[config.mk]
export PLATFORM = sky130hd
export DESIGN_NAME = signed_decimal_seven_segment_formatter_core
export DESIGN_NICKNAME = d
export VERILOG_FILES = /design/src/rtl/core/sdsf_pkg.sv /design/src/rtl/core/signed_decimal_seven_segment_formatter_core.sv /design/src/rtl/core/sdsf_div10.sv
export SDC_FILE = /design/constraint.sdc
export NUM_CORES = 1
export LEC_CHECK = 0
export BUFFER_PORTS_ARGS = -buffer_cell sky130_fd_sc_hd__clkbuf_2
export CAP_MARGIN = 20
export CORE_MARGIN = 8
export CORE_UTILIZATION = 30
export CTS_CLUSTER_SIZE = 28
export DETAILED_ROUTE_END_ITERATION = 6
export GPL_ROUTABILITY_DRIVEN = 0
export PLACE_DENSITY = 0.55
export SYNTH_ARGS = -nofsm -noshare
export SYNTH_HDL_FRONTEND = slang
export SYNTH_SLANG_ARGS = --single-unit
[constraint.sdc]
create_clock -name clk -period 6.95 [get_ports clk]
set_clock_uncertainty 0.15 [all_clocks]
set_input_delay 0.3475 -clock clk [delete_from_list [all_inputs] [get_ports clk]]
set_output_delay 0.3475 -clock clk [all_outputs]
set_load 0.01 [all_outputs]
[src/rtl/core/sdsf_pkg.sv]
// ----------------------------------------------------------------------------
// sdsf_pkg
// Shared types, symbol codes and the segment table of the signed decimal
// seven-segment formatter.
// ----------------------------------------------------------------------------
`default_nettype none

package sdsf_pkg;

	localparam logic [3:0] SYM_BLANK = 4'd10;
	localparam logic [3:0] SYM_MINUS = 4'd11;

	// register index decoded from paddr[2]
	localparam logic REG_DIGITS_IN_USE = 1'b0;

	localparam logic [3:0] DIGITS_RESET = 4'd4;

	typedef enum logic [1:0] {
		ST_IDLE = 2'b01,
		ST_RUN  = 2'b10
	} state_t;

	typedef struct packed {
		logic load;
		logic step;
	} div_ctrl_t;

	typedef struct packed {
		logic       done;
		logic [3:0] digit;
		logic       qzero;
	} div_stat_t;

	// segment pattern before inversion, bit order c d e g b a P f
	function automatic logic [7:0] seg_pattern(input logic [3:0] sym);
		logic [7:0] pat;
		case (sym)
			4'd0:      pat = 8'hEF;
			4'd1:      pat = 8'h8A;
			4'd2:      pat = 8'h7E;
			4'd3:      pat = 8'hDE;
			4'd4:      pat = 8'h9B;
			4'd5:      pat = 8'hD7;
			4'd6:      pat = 8'hF7;
			4'd7:      pat = 8'h8E;
			4'd8:      pat = 8'hFF;
			4'd9:      pat = 8'hDF;
			SYM_BLANK: pat = 8'h02;
			SYM_MINUS: pat = 8'h12;
			default:   pat = 8'h02;
		endcase
		return pat;
	endfunction

endpackage

`default_nettype wire

[src/rtl/core/signed_decimal_seven_segment_formatter_core.sv]
// ----------------------------------------------------------------------------
// signed_decimal_seven_segment_formatter_core
// Formats a signed 32-bit value as active-low seven-segment digit codes.
// ----------------------------------------------------------------------------
// Usage:
//   A transaction is taken on start while busy is low. The value's magnitude
//   is divided by ten nibble-serially, and each digit is shown on the result
//   ports for one cycle with strobe high, least significant place first.
//   last_digit marks the final one. busy stays high while a value's digits
//   are produced, so a new value is taken only once the final digit is out.
//   digits_in_use (APB, byte address 0) sets the place count, clamped to the
//   smaller of MAX_DIGITS and 8; 0 gives no results and busy stays low.
//   Leading zero places are blank; a negative value puts its minus sign in
//   the first such place, dropped when none is left.
//   Reset returns to idle with digits_in_use at 4. The receiver cannot stall:
//   each result is taken in its strobe cycle.
// ----------------------------------------------------------------------------
`default_nettype none

module signed_decimal_seven_segment_formatter_core
	import sdsf_pkg::*;
#(
	parameter int MAX_DIGITS = 8
) (
	input  wire logic               clk,
	input  wire logic               arst_n,
	input  wire logic               psel,
	input  wire logic               penable,
	input  wire logic               pwrite,
	input  wire logic [2:0]         paddr,
	input  wire logic [31:0]        pwdata,
	output logic      [31:0]        prdata,
	output logic                    pready,
	input  wire logic               start,
	output logic                    busy,
	input  wire logic signed [31:0] value,
	output logic                    strobe,
	output logic      [7:0]         segment_code,
	output logic      [3:0]         symbol,
	output logic      [2:0]         digit_position,
	output logic                    last_digit
);

	localparam int         LIMIT   = (MAX_DIGITS < 8) ? MAX_DIGITS : 8;
	localparam logic [3:0] LIMIT_W = 4'(LIMIT);

	state_t      state_q;
	logic [3:0]  digits_q;
	logic [2:0]  pos_q;
	logic [2:0]  last_pos_q;
	logic        pend_q;

	logic        accept;
	logic        neg;
	logic [31:0] mag;
	logic [3:0]  count;
	logic [3:0]  sym;
	logic        take_minus;
	div_ctrl_t   ctrl;
	div_stat_t   stat;

	assign pready = 1'b1;
	assign prdata = (paddr[2] == REG_DIGITS_IN_USE) ? {28'd0, digits_q} : 32'd0;

	always_ff @(posedge clk or negedge arst_n) begin
		if (!arst_n) begin
			digits_q <= DIGITS_RESET;
		end else if (psel && penable && pwrite && (paddr[2] == REG_DIGITS_IN_USE)) begin
			digits_q <= pwdata[3:0];
		end
	end

	assign busy   = (state_q == ST_RUN);
	assign accept = start && !busy;
	assign neg    = value[31];
	assign mag    = neg ? (32'd0 - value) : value;
	assign count  = (digits_q > LIMIT_W) ? LIMIT_W : digits_q;

	assign ctrl.load = accept;
	assign ctrl.step = busy;

	sdsf_div10 u_div (
		.clk    (clk),
		.arst_n (arst_n),
		.ctrl   (ctrl),
		.mag    (mag),
		.stat   (stat)
	);

	always_comb begin
		sym        = stat.digit;
		take_minus = 1'b0;
		if ((stat.digit == 4'd0) && stat.qzero) begin
			if (pend_q) begin
				sym        = SYM_MINUS;
				take_minus = 1'b1;
			end else if (pos_q != 3'd0) begin
				sym = SYM_BLANK;
			end
		end
	end

	always_ff @(posedge clk or negedge arst_n) begin
		if (!arst_n) begin
			state_q    <= ST_IDLE;
			pos_q      <= 3'd0;
			last_pos_q <= 3'd0;
			pend_q     <= 1'b0;
			strobe     <= 1'b0;
		end else begin
			strobe <= 1'b0;
			case (state_q)
				ST_IDLE: begin
					if (accept && (count != 4'd0)) begin
						state_q    <= ST_RUN;
						pos_q      <= 3'd0;
						last_pos_q <= 3'(count - 4'd1);
						pend_q     <= neg;
					end
				end
				ST_RUN: begin
					if (stat.done) begin
						strobe <= 1'b1;
						pos_q  <= pos_q + 3'd1;
						if (take_minus) begin
							pend_q <= 1'b0;
						end
						if (pos_q == last_pos_q) begin
							state_q <= ST_IDLE;
						end
					end
				end
				default: begin
					state_q <= ST_IDLE;
				end
			endcase
		end
	end

	always_ff @(posedge clk) begin
		if (busy && stat.done) begin
			segment_code   <= ~seg_pattern(sym);
			symbol         <= sym;
			digit_position <= pos_q;
			last_digit     <= (pos_q == last_pos_q);
		end
	end

`ifndef SYNTHESIS
	a_strobe_from_run: assert property (@(posedge clk) disable iff (!arst_n)
		strobe |-> $past(state_q == ST_RUN))
		else $error("result strobe without a running transaction");

	a_last_ends_run: assert property (@(posedge clk) disable iff (!arst_n)
		(strobe && last_digit) |-> !busy)
		else $error("still busy after final digit");

	a_strobe_spaced: assert property (@(posedge clk) disable iff (!arst_n)
		strobe |=> !strobe)
		else $error("results closer than one digit period");

	a_place0_not_blank: assert property (@(posedge clk) disable iff (!arst_n)
		(strobe && (digit_position == 3'd0)) |-> (symbol != SYM_BLANK))
		else $error("least significant place shown blank");
`endif

endmodule

`default_nettype wire

[src/rtl/core/sdsf_div10.sv]
// ----------------------------------------------------------------------------
// sdsf_div10
// Nibble-serial divide by ten, one 4-bit dividend digit per cycle while step is
// high: quotient shifted back into the same register, remainder on the last nibble.
// ----------------------------------------------------------------------------
`default_nettype none

module sdsf_div10
	import sdsf_pkg::*;
(
	input  wire logic        clk,
	input  wire logic        arst_n,
	input  wire div_ctrl_t   ctrl,
	input  wire logic [31:0] mag,
	output div_stat_t        stat
);

	logic [31:0] mag_q;
	logic [3:0]  rem_q;
	logic [2:0]  nib_q;
	logic        qnz_q;

	logic [7:0]  x;
	logic [15:0] prod;
	logic [3:0]  q;
	logic [7:0]  r8;

	// x < 160, so x*205 >> 11 is an exact x/10
	assign x    = {rem_q, mag_q[31:28]};
	assign prod = {8'd0, x} * 16'd205;
	assign q    = prod[14:11];
	assign r8   = x - ({3'd0, q, 1'b0} + {1'b0, q, 3'd0});

	always_ff @(posedge clk or negedge arst_n) begin
		if (!arst_n) begin
			nib_q <= 3'd0;
		end else if (ctrl.load) begin
			nib_q <= 3'd0;
		end else if (ctrl.step) begin
			nib_q <= nib_q + 3'd1;
		end
	end

	always_ff @(posedge clk) begin
		if (ctrl.load) begin
			mag_q <= mag;
			rem_q <= 4'd0;
			qnz_q <= 1'b0;
		end else if (ctrl.step) begin
			mag_q <= {mag_q[27:0], q};
			if (nib_q == 3'd7) begin
				rem_q <= 4'd0;
				qnz_q <= 1'b0;
			end else begin
				rem_q <= r8[3:0];
				qnz_q <= qnz_q | (q != 4'd0);
			end
		end
	end

	assign stat.done  = ctrl.step && (nib_q == 3'd7);
	assign stat.digit = r8[3:0];
	assign stat.qzero = !(qnz_q || (q != 4'd0));

endmodule

`default_nettype wire

==> flow_metrics.env <==
export IMPL_drv_max_cap_violation_count=0
export IMPL_core_area_um2=16640
export IMPL_path_class="reg2reg"
export IMPL_ctsLongestPathBuffers=2
export IMPL_synth_async_sr_flop_share_pct=24.64
export IMPL_internal_power_summed_over_all_cells_w=0.001732
export IMPL_num_antenna_cells=0
export IMPL_clockPowerShare_pct=14.4
export IMPL_power_per_cell_area_nw_per_um2=536.1
export IMPL_cts_htree_levels=3
export IMPL_syn_mean_instance_area_um2=9.988
export IMPL_synthDistinctLibCells=65
export IMPL_grt_util_all_layers_pct=9.952
export IMPL_multiInputGateArea_um2=2833
export IMPL_detailedRoute_firstPassIterationCount=4
export IMPL_rsz_0062_raised_after_global_routing="no"
export IMPL_ys_seq_area_share_pct=37.85
export IMPL_power_share_sequential_pct=22.0
export IMPL_net_switching_power_w=0.001443
export IMPL_postLayoutCellArea_um2=5923
export IMPL_worst_slew_pin_transition_ns=0.6803
export IMPL_final_max_slew_viol_count=0
export IMPL_area_growth_pct=15.60
export IMPL_filler_cell_count=1700
export IMPL_floorplan_io_pins=124
export IMPL_vias_after_detailed_routing=3742
export IMPL_report_final_hold_viol_count=0
export IMPL_total_power_w=0.003175
export IMPL_initial_util_pct=30.79
export IMPL_critPathLaunchType="flop"
export IMPL_worstSetupEndpoint="segment_code[5]"
export IMPL_final_setup_viol_count=0
export IMPL_reg2reg_depth=22
export IMPL_clk_latency_ns=0.33
export IMPL_r2r_slack_ns=0.36
export IMPL_regToRegStartpoint="u_div.mag_q[30]"
export IMPL_route_final_wire_length_mm=10.82
export IMPL_synth_seq_cells=69
export IMPL_worst_ir_drop_vdd_mv=0.3093
export IMPL_grt_antenna_before_repair=0
export IMPL_first_iter_violations=203
export IMPL_clkSlewWorstSetupHoldPaths_ns=0.06
export IMPL_combinationalPowerShare_pct=63.6
export IMPL_timing_max_slew_rel_slack_pct=54.60
export IMPL_final_period_utilization_pct=94.82
export IMPL_static_leakage_power_nw=2.708
export IMPL_tritoncts="built"
export IMPL_cts_root_buf="sky130_fd_sc_hd__clkbuf_16"
export IMPL_placement_cell_area_um2=5609
export IMPL_cts_buffers_inserted=9
export IMPL_die_extent_in_y_um=146.7
export IMPL_critPathMaxFanout=7
export IMPL_grt_start_max_net_pins=65
export IMPL_drive_gt1_share_pct=19.76
export IMPL_fmax_mhz=151.7
export IMPL_routedWlPerCell_um=13.40
export IMPL_grt_overflow_total=0
export IMPL_via_per_inst=4.637
export IMPL_detail_route_antenna_nets=0
export IMPL_area_sequential_um2=1939
export IMPL_detailed_place_hpwl_mm=8.579
export IMPL_first_pass_grt_wire_length_mm=17.83
export IMPL_setup_worst_path_start="u_div.mag_q[30]"
export IMPL_data_required_critical_path_ns=6.87
export IMPL_synth_warnings=0
export IMPL_synth_cell_area_um2=5124
export IMPL_switching_share_pct=45.44
export IMPL_cp_data_arrival_time_ns=6.51
export IMPL_clock_sinks=69
export IMPL_floorplan_die_width_um=146.7
export IMPL_post_route_util_pct=35.59
export IMPL_finish_net_count=720
export IMPL_run_status="finished clean"
export IMPL_vias_in_the_first_global_route=3688
export IMPL_area_of_the_die_um2=21520
export IMPL_edff_count_synth=47
export IMPL_ys_dominant_reg_cell="sky130_fd_sc_hd__edfxtp_1"
export IMPL_syn_instance_count=513
export IMPL_worstSetupEndpointType="flop"
export IMPL_drcViolationCount=0
export IMPL_crit_reg2reg_capture="segment_code[5]"
export IMPL_buffer_ports_inserted=63
export IMPL_core_rowCount=47
export IMPL_worst_hold_path_type="in2reg"
export IMPL_setup_tns_ns=0
export IMPL_worst_hold_slack_ns=0.09441
export IMPL_min_period_ns=6.590
-- routing by layer --
layer	track usage, %	up-vias	part of all wire, %
met3	3.152	7	6.0
met5	0	-	0
met2	16.04	88	46
met4	2.524	0	0.74
li1	-	1885	-
met1	12.60	1762	47
-- flip-flops by register name, indices dropped and copies added (netlist names) --
| register | flops |
|---|---|
| last_pos_q | 3 |
| last_digit | 1 |
| digit_position | 3 |
| digits_q | 4 |
| u_div.mag_q | 32 |
| symbol | 4 |
| segment_code | 7 |
| pend_q | 1 |
| u_div.qnz_q | 1 |
| u_div.rem_q | 4 |
| strobe | 1 |
| state_q | 2 |
| pos_q | 3 |
| u_div.nib_q | 3 |
-- how the worst min path moves through the flow --
stage                          from     endpoint  slack, ns  cells past startpoint
after global placement       arst_n       strobe       0.15                      1
after detailed placement     arst_n       strobe       0.16                      1
after global routing      pwdata[1]  digits_q[1]       0.09                      2
after floorplan              arst_n  digits_q[0]       -0.1                      0
after CTS                 pwdata[1]  digits_q[1]       0.08                      2
final                     pwdata[1]  digits_q[1]       0.09                      2
-- Yosys cell counts (all sizes together), types with 2 or more instances --
library cell  instances  share of area [%]
a211oi                3               0.54
a21boi                3               0.44
a21o                  2               0.29
a21oi                38                3.7
a221oi                2               0.46
a22oi                 2               0.56
a31oi                 3               0.37
buf                  33                4.7
clkbuf                8               0.59
conb                  2               0.15
dfrtp                15                7.3
dfstp                 2                1.0
dfxtp                 5                2.0
edfxtp               47                 28
fa                   11                4.3
ha                   54                 13
inv                  52                3.8
mux2                  4               0.88
mux2i                 3               0.59
nand2                30                2.2
nand2b                2               0.24
nand3                 6               0.59
nand3b                3               0.44
nand4                 4               0.49
nor2                 50                3.7
nor2b                 5               0.61
nor3                  6               0.59
nor4                  6               0.98
o21ai                19                1.9
o31ai                10                1.8
o32ai                 2               0.34
o41ai                 4               0.68
or3                   5               0.61
or3b                  2               0.44
or4                   8                1.3
xnor2                 9                1.5
xor2                 35                6.1
-- what timing repair did --
action	in CTS	in global routing
setup endpoints to repair	0	3
hold buffers	1	0
resized for setup	0	1
hold endpoints to repair	15	0
buffers inserted	0	0
-- through the flow --
stage               cells  setup WS (ns)
global route          807        0.02710
CTS                   807         0.2345
floorplan             541         0.5462
finish                807         0.3602
global placement      790         0.3038
detailed placement    790         0.2470
-- logic make-up after synthesis --
family	Yosys count	share of synthesized area (%)
and+or+nand+nor	131	12.80
AOI/OAI and AO/OA	101	13.43
other	2	0.1466
muxes	7	1.465
adders and majority gates	65	17.48
xor gates and xnor gates	44	7.668
buffers and inverters	94	9.158
DFF	69	37.85
-- power groups by stage --
stage	Sequential (W)	Clock, W	Combinational [W]
6_report	0.000699	0.000458	0.00202
5_1_grt	0.000710	0.000483	0.00230
4_1_cts	0.000701	0.000469	0.00202
3_5_place_dp	0.000708	0	0.00200
3_3_place_gp	0.000705	0	0.00197
2_1_floorplan	0.000689	0	0.00152
-- cell usage in the layout (no fill, tap or decap), types with 5 or more instances in the layout --
cell | Yosys | layout
sky130_fd_sc_hd__nor2_1 | 50 | 49
sky130_fd_sc_hd__xnor2_1 | 9 | 9
sky130_fd_sc_hd__or4_1 | 6 | 6
sky130_fd_sc_hd__conb_1 | 2 | 30
sky130_fd_sc_hd__o21ai_0 | 18 | 18
sky130_fd_sc_hd__xor2_1 | 34 | 34
sky130_fd_sc_hd__nor3_1 | 6 | 6
sky130_fd_sc_hd__clkbuf_2 | 0 | 63
sky130_fd_sc_hd__nor2b_1 | 5 | 5
sky130_fd_sc_hd__a21oi_1 | 38 | 38
sky130_fd_sc_hd__ha_1 | 54 | 54
sky130_fd_sc_hd__dfxtp_1 | 5 | 5
sky130_fd_sc_hd__buf_4 | 31 | 7
sky130_fd_sc_hd__inv_1 | 50 | 50
sky130_fd_sc_hd__nand3_1 | 6 | 6
sky130_fd_sc_hd__fa_1 | 11 | 11
sky130_fd_sc_hd__or3_1 | 5 | 5
sky130_fd_sc_hd__clkbuf_16 | 0 | 9
sky130_fd_sc_hd__dfrtp_1 | 15 | 15
sky130_fd_sc_hd__nand2_1 | 30 | 30
sky130_fd_sc_hd__o31ai_1 | 7 | 7
sky130_fd_sc_hd__edfxtp_1 | 47 | 47
-- cell type report --
type	instances	area share (%)
timing repair buffer	71	6.379
multi-input combinational	378	47.82
inverter	53	3.359
clock inverter	7	1.246
clock buffer	9	3.802
tap	220	4.647
sequential	69	32.74
-- worst max-delay path: stages (launching register included) --
cell                       delay, ns
sky130_fd_sc_hd__edfxtp_1       0.47
sky130_fd_sc_hd__ha_1           0.36
sky130_fd_sc_hd__fa_1           0.52
sky130_fd_sc_hd__fa_1           0.56
sky130_fd_sc_hd__inv_1          0.07
sky130_fd_sc_hd__fa_1           0.54
sky130_fd_sc_hd__inv_1          0.05
sky130_fd_sc_hd__ha_1           0.34
sky130_fd_sc_hd__a21oi_1        0.29
sky130_fd_sc_hd__a21boi_0       0.15
sky130_fd_sc_hd__o2111a_1       0.26
sky130_fd_sc_hd__a211oi_2       0.30
sky130_fd_sc_hd__ha_1           0.33
sky130_fd_sc_hd__xor2_2         0.19
sky130_fd_sc_hd__inv_2          0.09
sky130_fd_sc_hd__or3_1          0.33
sky130_fd_sc_hd__a2111o_1       0.42
sky130_fd_sc_hd__o31a_1         0.33
sky130_fd_sc_hd__inv_1          0.14
sky130_fd_sc_hd__ha_1           0.17
sky130_fd_sc_hd__nand2_1        0.06
sky130_fd_sc_hd__nor3_1         0.17
sky130_fd_sc_hd__a221oi_2       0.05
No activity file was read; power rests on OpenSTA's default activity.
